<file path="src/imhd_pkg.sv">
`timescale 1ns / 1ps
// ----------------------------------------------------------------------------
// imhd_pkg
// Shared types and codes for the indexed min-heap decrease-key unit.
// ----------------------------------------------------------------------------
package imhd_pkg;

    // Request opcodes.
    localparam logic [1:0] OP_PUSH  = 2'd0;
    localparam logic [1:0] OP_POP   = 2'd1;
    localparam logic [1:0] OP_UPD   = 2'd2;
    localparam logic [1:0] OP_QUERY = 2'd3;

    // Status codes.
    localparam logic [1:0] ST_OK       = 2'd0;
    localparam logic [1:0] ST_EMPTY    = 2'd1;
    localparam logic [1:0] ST_ABSENT   = 2'd2;
    localparam logic [1:0] ST_REJECTED = 2'd3;

    // Number of distinct node ids that the 8-bit node field can name.
    localparam int ID_SPACE = 256;

    // One heap entry as stored in the slot memory.
    typedef struct packed {
        logic [7:0]  node;
        logic [8:0]  src;
        logic [31:0] key;
    } t_entry;

    localparam int ENTRY_W = $bits(t_entry);

    // Result of one request, handed from the sequencer to the output register.
    typedef struct packed {
        logic [1:0]  status;
        t_entry      top;
        logic        present;
        logic        lowered;
        logic [8:0]  count;
    } t_result;

    // Sequencer states.
    typedef enum logic [3:0] {
        S_IDLE,
        S_UPD_MAP,
        S_UPD_RD,
        S_POP_TOP,
        S_POP_LAST,
        S_UP_CHK,
        S_UP_CMP,
        S_DN_CHK,
        S_DN_L,
        S_DN_R,
        S_DN_CMP,
        S_DONE
    } t_state;

endpackage

</file>
<file path="src/imhd_ctrl.sv">
`timescale 1ns / 1ps
// ----------------------------------------------------------------------------
// imhd_ctrl
// Request sequencer: decodes a request, holds the presence flags and heap
// size, and walks the heap one level at a time through the slot memory.
// ----------------------------------------------------------------------------
module imhd_ctrl import imhd_pkg::*; #(
    parameter int NODE_COUNT = 256,
    parameter int AW         = $clog2(NODE_COUNT),
    parameter int SW         = $clog2(NODE_COUNT + 1)
) (
    input  logic           i_clk,
    input  logic           i_rst_n,
    // Request beat.
    input  logic           i_valid,
    output logic           o_busy,
    input  logic [1:0]     i_opcode,
    input  logic [7:0]     i_node_id,
    input  logic [8:0]     i_source_id,
    input  logic [31:0]    i_key_distance,
    // Result hand-off.
    output logic           o_res_valid,
    input  logic           i_res_take,
    output t_result        o_res,
    // Slot memory.
    output logic           o_heap_we,
    output logic [AW-1:0]  o_heap_waddr,
    output t_entry         o_heap_wdata,
    output logic           o_heap_re,
    output logic [AW-1:0]  o_heap_raddr,
    input  t_entry         i_heap_rdata,
    // Position map memory.
    output logic           o_map_we,
    output logic [7:0]     o_map_waddr,
    output logic [AW-1:0]  o_map_wdata,
    output logic           o_map_re,
    output logic [7:0]     o_map_raddr,
    input  logic [AW-1:0]  i_map_rdata
);

    localparam int CW = AW + 2;

    t_state             r_state, n_state;
    logic [7:0]         r_node, n_node;
    logic [8:0]         r_src, n_src;
    logic [31:0]        r_key, n_key;
    logic [SW-1:0]      r_size, n_size;
    logic [AW-1:0]      r_pos, n_pos;
    t_entry             r_ent, n_ent;
    t_entry             r_left, n_left;
    t_entry             r_right, n_right;
    logic               r_has_r, n_has_r;
    t_entry             r_top, n_top;
    logic [1:0]         r_status, n_status;
    logic               r_present, n_present;
    logic               r_lowered, n_lowered;
    logic [ID_SPACE-1:0] r_here, n_here;

    logic               accept;
    logic               in_range;
    logic               heap_full;
    logic [AW-1:0]      parent_idx;
    logic [CW-1:0]      left_idx;
    logic [CW-1:0]      right_idx;
    logic [CW-1:0]      size_ext;
    logic               left_in;
    logic               right_in;
    logic [SW-1:0]      size_dec;
    logic               up_less;
    logic               pick_l;
    logic [31:0]        best_key;
    logic               pick_r;

    // Handshake and decode helpers.
    assign accept     = i_valid && (r_state == S_IDLE);
    assign o_busy     = (r_state != S_IDLE);
    assign in_range   = (32'(i_node_id) < 32'(NODE_COUNT));
    assign heap_full  = (32'(r_size) >= 32'(NODE_COUNT));
    assign size_dec   = r_size - SW'(1);

    // Index arithmetic for the current level.
    assign parent_idx = (r_pos - AW'(1)) >> 1;
    assign left_idx   = {1'b0, r_pos, 1'b1};
    assign right_idx  = left_idx + CW'(1);
    assign size_ext   = CW'(r_size);
    assign left_in    = (left_idx < size_ext);
    assign right_in   = (right_idx < size_ext);

    // Key comparisons.
    assign up_less    = (r_ent.key < i_heap_rdata.key);
    assign pick_l     = !(r_ent.key < r_left.key);
    assign best_key   = pick_l ? r_left.key : r_ent.key;
    assign pick_r     = r_has_r && (r_right.key < best_key);

    // Next-state logic.
    always_comb begin
        n_state = r_state;
        unique case (r_state)
            S_IDLE: begin
                if (accept) begin
                    unique case (i_opcode)
                        OP_PUSH: begin
                            if (!in_range || r_here[i_node_id] || heap_full) begin
                                n_state = S_DONE;
                            end else begin
                                n_state = S_UP_CHK;
                            end
                        end
                        OP_POP: begin
                            n_state = (r_size == '0) ? S_DONE : S_POP_TOP;
                        end
                        OP_UPD: begin
                            if (!in_range || !r_here[i_node_id]) begin
                                n_state = S_DONE;
                            end else begin
                                n_state = S_UPD_MAP;
                            end
                        end
                        default: begin
                            n_state = S_DONE;
                        end
                    endcase
                end
            end
            S_UPD_MAP:  n_state = S_UPD_RD;
            S_UPD_RD:   n_state = (r_key < i_heap_rdata.key) ? S_UP_CHK : S_DONE;
            S_POP_TOP:  n_state = (size_dec == '0) ? S_DONE : S_POP_LAST;
            S_POP_LAST: n_state = S_DN_CHK;
            S_UP_CHK:   n_state = (r_pos == '0) ? S_DONE : S_UP_CMP;
            S_UP_CMP:   n_state = up_less ? S_UP_CHK : S_DONE;
            S_DN_CHK:   n_state = left_in ? S_DN_L : S_DONE;
            S_DN_L:     n_state = right_in ? S_DN_R : S_DN_CMP;
            S_DN_R:     n_state = S_DN_CMP;
            S_DN_CMP:   n_state = (pick_r || pick_l) ? S_DN_CHK : S_DONE;
            S_DONE:     n_state = i_res_take ? S_IDLE : S_DONE;
            default:    n_state = S_IDLE;
        endcase
    end

    // Datapath and memory controls.
    always_comb begin
        n_node    = r_node;
        n_src     = r_src;
        n_key     = r_key;
        n_size    = r_size;
        n_pos     = r_pos;
        n_ent     = r_ent;
        n_left    = r_left;
        n_right   = r_right;
        n_has_r   = r_has_r;
        n_top     = r_top;
        n_status  = r_status;
        n_present = r_present;
        n_lowered = r_lowered;
        n_here    = r_here;

        o_heap_we    = 1'b0;
        o_heap_waddr = r_pos;
        o_heap_wdata = r_ent;
        o_heap_re    = 1'b0;
        o_heap_raddr = '0;
        o_map_we     = 1'b0;
        o_map_waddr  = r_ent.node;
        o_map_wdata  = r_pos;
        o_map_re     = 1'b0;
        o_map_raddr  = i_node_id;

        unique case (r_state)
            S_IDLE: begin
                if (accept) begin
                    n_node    = i_node_id;
                    n_src     = i_source_id;
                    n_key     = i_key_distance;
                    n_top     = '0;
                    n_status  = ST_OK;
                    n_present = 1'b0;
                    n_lowered = 1'b0;
                    unique case (i_opcode)
                        OP_PUSH: begin
                            if (!in_range || r_here[i_node_id] || heap_full) begin
                                n_status = ST_REJECTED;
                            end else begin
                                n_here[i_node_id] = 1'b1;
                                n_size = r_size + SW'(1);
                                n_ent  = '{node: i_node_id, src: i_source_id,
                                           key: i_key_distance};
                                n_pos  = AW'(r_size);
                            end
                        end
                        OP_POP: begin
                            if (r_size == '0) begin
                                n_status = ST_EMPTY;
                            end else begin
                                o_heap_re    = 1'b1;
                                o_heap_raddr = '0;
                            end
                        end
                        OP_UPD: begin
                            if (!in_range || !r_here[i_node_id]) begin
                                n_status = ST_ABSENT;
                            end else begin
                                o_map_re = 1'b1;
                            end
                        end
                        default: begin
                            n_present = in_range && r_here[i_node_id];
                        end
                    endcase
                end
            end
            // Slot of the node is known; fetch its entry.
            S_UPD_MAP: begin
                n_pos        = i_map_rdata;
                o_heap_re    = 1'b1;
                o_heap_raddr = i_map_rdata;
            end
            // Lower the key only when strictly smaller.
            S_UPD_RD: begin
                if (r_key < i_heap_rdata.key) begin
                    n_ent     = '{node: r_node, src: r_src, key: r_key};
                    n_lowered = 1'b1;
                end
            end
            // Root entry is out; fetch the last entry if any remain.
            S_POP_TOP: begin
                n_top                     = i_heap_rdata;
                n_here[i_heap_rdata.node] = 1'b0;
                n_size                    = size_dec;
                if (size_dec != '0) begin
                    o_heap_re    = 1'b1;
                    o_heap_raddr = AW'(size_dec);
                end
            end
            S_POP_LAST: begin
                n_ent = i_heap_rdata;
                n_pos = '0;
            end
            // Sift up: stop at the root, otherwise fetch the parent.
            S_UP_CHK: begin
                if (r_pos == '0) begin
                    o_heap_we = 1'b1;
                    o_map_we  = 1'b1;
                end else begin
                    o_heap_re    = 1'b1;
                    o_heap_raddr = parent_idx;
                end
            end
            // Move the parent down or settle the entry here.
            S_UP_CMP: begin
                o_heap_we = 1'b1;
                o_map_we  = 1'b1;
                if (up_less) begin
                    o_heap_wdata = i_heap_rdata;
                    o_map_waddr  = i_heap_rdata.node;
                    n_pos        = parent_idx;
                end
            end
            // Sift down: settle at a leaf, otherwise fetch the left child.
            S_DN_CHK: begin
                if (left_in) begin
                    o_heap_re    = 1'b1;
                    o_heap_raddr = left_idx[AW-1:0];
                end else begin
                    o_heap_we = 1'b1;
                    o_map_we  = 1'b1;
                end
            end
            S_DN_L: begin
                n_left  = i_heap_rdata;
                n_has_r = right_in;
                if (right_in) begin
                    o_heap_re    = 1'b1;
                    o_heap_raddr = right_idx[AW-1:0];
                end
            end
            S_DN_R: begin
                n_right = i_heap_rdata;
            end
            // Pull the smaller child up; the left child wins a tie with the entry.
            S_DN_CMP: begin
                o_heap_we = 1'b1;
                o_map_we  = 1'b1;
                if (pick_r) begin
                    o_heap_wdata = r_right;
                    o_map_waddr  = r_right.node;
                    n_pos        = right_idx[AW-1:0];
                end else if (pick_l) begin
                    o_heap_wdata = r_left;
                    o_map_waddr  = r_left.node;
                    n_pos        = left_idx[AW-1:0];
                end
            end
            S_DONE: begin
            end
            default: begin
            end
        endcase
    end

    // Result toward the output register.
    assign o_res_valid   = (r_state == S_DONE);
    assign o_res.status  = r_status;
    assign o_res.top     = r_top;
    assign o_res.present = r_present;
    assign o_res.lowered = r_lowered;
    assign o_res.count   = 9'(r_size);

    // Control state.
    always_ff @(posedge i_clk) begin
        if (!i_rst_n) begin
            r_state <= S_IDLE;
            r_size  <= '0;
            r_here  <= '0;
        end else begin
            r_state <= n_state;
            r_size  <= n_size;
            r_here  <= n_here;
        end
    end

    // Working registers.
    always_ff @(posedge i_clk) begin
        r_node    <= n_node;
        r_src     <= n_src;
        r_key     <= n_key;
        r_pos     <= n_pos;
        r_ent     <= n_ent;
        r_left    <= n_left;
        r_right   <= n_right;
        r_has_r   <= n_has_r;
        r_top     <= n_top;
        r_status  <= n_status;
        r_present <= n_present;
        r_lowered <= n_lowered;
    end

endmodule

</file>
<file path="config.mk">
export PLATFORM = sky130hd
export DESIGN_NAME = imhd_ctrl
export DESIGN_NICKNAME = d
export VERILOG_FILES = /design/src/imhd_pkg.sv /design/src/imhd_ctrl.sv
export SDC_FILE = /design/constraint.sdc
export NUM_CORES = 1
export LEC_CHECK = 0
export ABC_AREA = 1
export BUFFER_PORTS_ARGS = -buffer_cell sky130_fd_sc_hd__buf_4
export CORE_MARGIN = 1
export CORE_UTILIZATION = 55
export DETAILED_ROUTE_END_ITERATION = 12
export GPL_ROUTABILITY_DRIVEN = 0
export PLACE_DENSITY_LB_ADDON = 0.12
export SETUP_SLACK_MARGIN = 0.4
export SYNTH_ARGS = -nofsm -noshare
export SYNTH_HDL_FRONTEND = slang
export SYNTH_SLANG_ARGS = --single-unit
export TNS_END_PERCENT = 1
</file>
<file path="constraint.sdc">
create_clock -name i_clk -period 5.6 [get_ports i_clk]
set_input_delay 0 -clock i_clk [delete_from_list [all_inputs] [get_ports i_clk]]
set_output_delay 0 -clock i_clk [all_outputs]
set_load 0.02 [all_outputs]
</file>
==> impl_results.md <==
* Overall power consumption at 17.5 mW
* Final critical delay including setup and external delays at 4.96 ns
* Source-to-sink clock delay at the later pin of the worst-skew pair at 0.66 ns
* Pin slew with the least headroom to its limit at 1.25 ns
* Leakage dissipation at 13.9 nW
* Cells after Synth at 4078
* Global route hottest layer: met2
* Nature of the critical path endpoint: output port
* Number of nets in the finished design at 4548
* Area grow syn2layout at 17.5%
* Maximum vdd ir drop at 0.399 mV
* First-iteration detailed-routing DRC count at 3782
* Fin crit share at 0.885
* Half-perimeter wire length after detailed placement at 69300 µm
* Endpoint required time on the critical path at 5.60 ns
* Portion of total power attributed to the clock network at 0.213
* Standard-cell rows at 86
* Average footprint of a synthesized cell at 7.58 µm²
* Worst setup slack before clock tree synthesis at 0.533 ns
* Final setup skew at 0.0487 ns
* Depth of the CTS H-tree at 2
* Max Clk Rate at 0.202 GHz
* Count of distinct cell types in the synthesized netlist at 43
* Layout fillers at 4856
* I/O pin count at 269
* Area of the die at 57100 µm²
* Crit path top cell by count: nand2_1
* Met3 routing resource usage after global routing at 0.0725
* Fraction of synthesized cell area taken by the top area cell type at 0.251
* Pre-antenna DRT Iters at 7
* Syn Nets at 4337
* Port Buf Inserts at 268
* Warning count from the yosys run at 0
* CTS Buf Count at 57
* Predominant post-synthesis flop cell: dfxtp_1
* Worst slew margin at 0.169
* Remaining antenna violation count at 0
* Buffers and inverters on the worst path at 2
* Overflow left after global routing at 0
* Ordered list of cells on the worst path: ha_1, a21oi_1, o21ai_0, nand2_1, nand3_1, a21oi_4, nand2_2, nand2_1, o21ai_0, ha_1, nand2_1, nor2_1, nand4_1, nor4_2, nand2_2, nand2_4, buf_12, nand2_1, nand3_1, nand3_1, buf_4
* Netlist area before placement at 30900 µm²
* Final std cell area, no fill at 36300 µm²
* Die span in y at 239 µm
* Routed via count at 31700
* Final-layout worst hold slack at 0.102 ns
* Maximum fanout along the worst path at 42
* Pint at 9.72 mW
* PnR worst setup slack at 0.644 ns
* Number of design rule violations left after detail routing at 0
* Total of flip-flops plus latches after synthesis at 527
* Met1 global-route usage at 0.510
* Number of global-route vias before repair at 28900
* Area used by multi-input combinational logic at 15100 µm²
* Worst EP arrival at 4.96 ns
* Placed cell areas at 33200 µm²
* Core area at 55300 µm²
* CP Class: flop to output port
* Final-report hold violation count at 0
* Worst Hold Class: primary input to flop
* Number of enable flip-flop cells after synthesis at 258
* Initial antenna violation count at 3
* Critical-path cell with the highest stage delay: edfxtp_1
* Max-slew violation total from the final report at 0
* Root Driver: clkbuf_16
* Critical path startpoint category: flop
* Horizontal die dimension at 239 µm
* Deepest clock path buffer count at 3
* Most numerous cell in the Yosys netlist: nand2_1
* Number of setup violations in the final report at 0
* Sequential-to-total area share from yosys stat at 0.425
* Cell taking the most area after synthesis: edfxtp_1
* Share of final-layout standard cells stronger than drive strength 1 at 0.109
* Initial cell density of the core at 0.559
* Post-Layout Cell Count at 5084
* Status: finished clean
* Leading post-synthesis cells by cell area: edfxtp_1, dfxtp_1, nand2_1
* Number of placed instances, taps included at 4858
* Share of async-settable or async-resettable flops after synthesis at 0
* Sequential Power Share at 0.316
* Critical path's largest stage delay at 0.48 ns
* Largest net degree at the start of global routing at 122
* Wirelength per Cell at 22.3 µm
* First-pass GRT wire length at 170000 µm
* CTS tree: built
* Sequential cell area at 13100 µm²
* Total negative slack for setup checks at 0 ns
* Power density over the cells at 481 nW/µm²
* Final core area utilization at 0.657
* Net switching power at 7.76 mW
* Clock transition at the registers of the reported paths at 0.06 ns
* Post-DR vias/cell at 6.23
* Total routing usage reported by global routing at 0.385
* CTS Sinks at 527
* Aggregate routed wire length at 113000 µm
* Top delay family on crit path: simple AND/OR/NAND/NOR gates
* Most common library cells after synthesis: nand2_1, a21oi_1, inv_1
* Logic pwr share at 0.471
* Count of max-cap constraint violations at 0
* RSZ-0062 raised after global routing: no
* Met2 demand-to-capacity share in global routing at 0.598
* Net switching share of the total power at 0.444
flip-flops by register name, indices dropped and copies added (netlist names):
register and count:
r_key 32, r_left 49, o_heap_waddr 8, r_node 8, r_lowered 1, r_ent 49, r_has_r 1, o_res 49
r_status 2, r_src 9, r_here 256, r_size 9, r_present 1, r_right 49, r_state 4
cell type report:
class | instances | share of cell area
sequential | 527 | 0.362
timing repair buffer | 459 | 0.106
inverter | 393 | 0.0409
multi-input combinational | 2851 | 0.416
tap | 748 | 0.0258
clock inverter | 23 | 0.00472
antenna | 4 | 0.000276
clock buffer | 79 | 0.0448
logic make-up (layout without fill, tap and decap cells):
family,after synthesis,after routing,synth area share
simple gates,1554,1556,0.221
compound gates,1130,1130,0.197
other cells,0,4,0
xor+xnor,18,18,0.00510
fa+ha+maj,147,147,0.0595
buf+inv,702,954,0.0921
flops,527,527,0.425
power groups by stage:
stage	Combinational (mW)	Clock (mW)	Sequential, mW
6_report	8.24	3.72	5.52
5_1_grt	8.93	3.87	5.58
4_1_cts	7.97	3.72	5.49
3_5_place_dp	7.81	0	5.57
3_3_place_gp	7.73	0	5.54
2_1_floorplan	4.92	0	5.68
worst paths after layout:
check | from | to | slack, ns | depth (start not counted)
worst max-delay path | r_ent[17] | o_heap_wdata[23] | 0.64 | 21
worst min-delay path | i_key_distance[14] | r_key[14] | 0.10 | 2
worst max register to register | r_ent[17] | o_heap_waddr[6] | 1.06 | 23
worst min register to register | r_here[89] | r_here[89] | 0.46 | 2
per-layer routing:
metal	routed length [µm]	vias to the layer above
met5	0	-
met2	50400	2034
met1	43500	14700
li1	-	14500
met4	6320	0
met3	12900	418
worst register-to-register path: stages, from the launching register on:
cell,delay (ns)
edfxtp_1,0.48
ha_1,0.35
a21oi_1,0.13
o21ai_0,0.10
nand2_1,0.07
nand3_1,0.16
a21oi_4,0.30
buf_4,0.18
nand2_4,0.14
o21ai_0,0.41
ha_1,0.33
a21oi_1,0.15
nand2_1,0.08
nand2_1,0.06
nand2_1,0.09
nand2_1,0.08
nand2_1,0.07
nand2_2,0.21
nand2_4,0.14
buf_4,0.23
nand3_1,0.11
nand2_1,0.06
a21oi_1,0.14
buf_4,0.19
cells in the final DEF, fill, tap and decap left out, types with 12 or more instances in the layout:
| master | Yosys | routed |
|---|---|---|
| edfxtp_1 | 258 | 258 |
| a211oi_1 | 15 | 14 |
| dfxtp_1 | 269 | 269 |
| a31oi_1 | 47 | 47 |
| clkbuf_16 | 0 | 60 |
| o211ai_1 | 57 | 57 |
| buf_4 | 33 | 336 |
| a21oi_1 | 511 | 510 |
| o22ai_1 | 57 | 57 |
| nand3b_1 | 56 | 56 |
| nor4_1 | 17 | 16 |
| o21ai_0 | 381 | 375 |
| nand3_1 | 230 | 229 |
| clkbuf_1 | 223 | 12 |
| inv_1 | 384 | 381 |
| nand4_1 | 119 | 119 |
| ha_1 | 147 | 147 |
| o21a_1 | 15 | 15 |
| dlygate4sd3_1 | 0 | 112 |
| nand2_1 | 755 | 748 |
| o21ai_1 | 20 | 26 |
| xor2_1 | 17 | 17 |
| nor2_1 | 262 | 248 |
| nor3_1 | 108 | 108 |
| clkinv_2 | 0 | 13 |
what timing repair did:
action,4_1_cts,5_1_grt
setup buffers,0,5
endpoints found under the hold margin,365,0
setup endpoints to repair,57,57
hold buffers,112,0
pin swaps,2,4
gates resized for setup,10,18
cloned,1,2
Power figures use the tool's default switching activity.
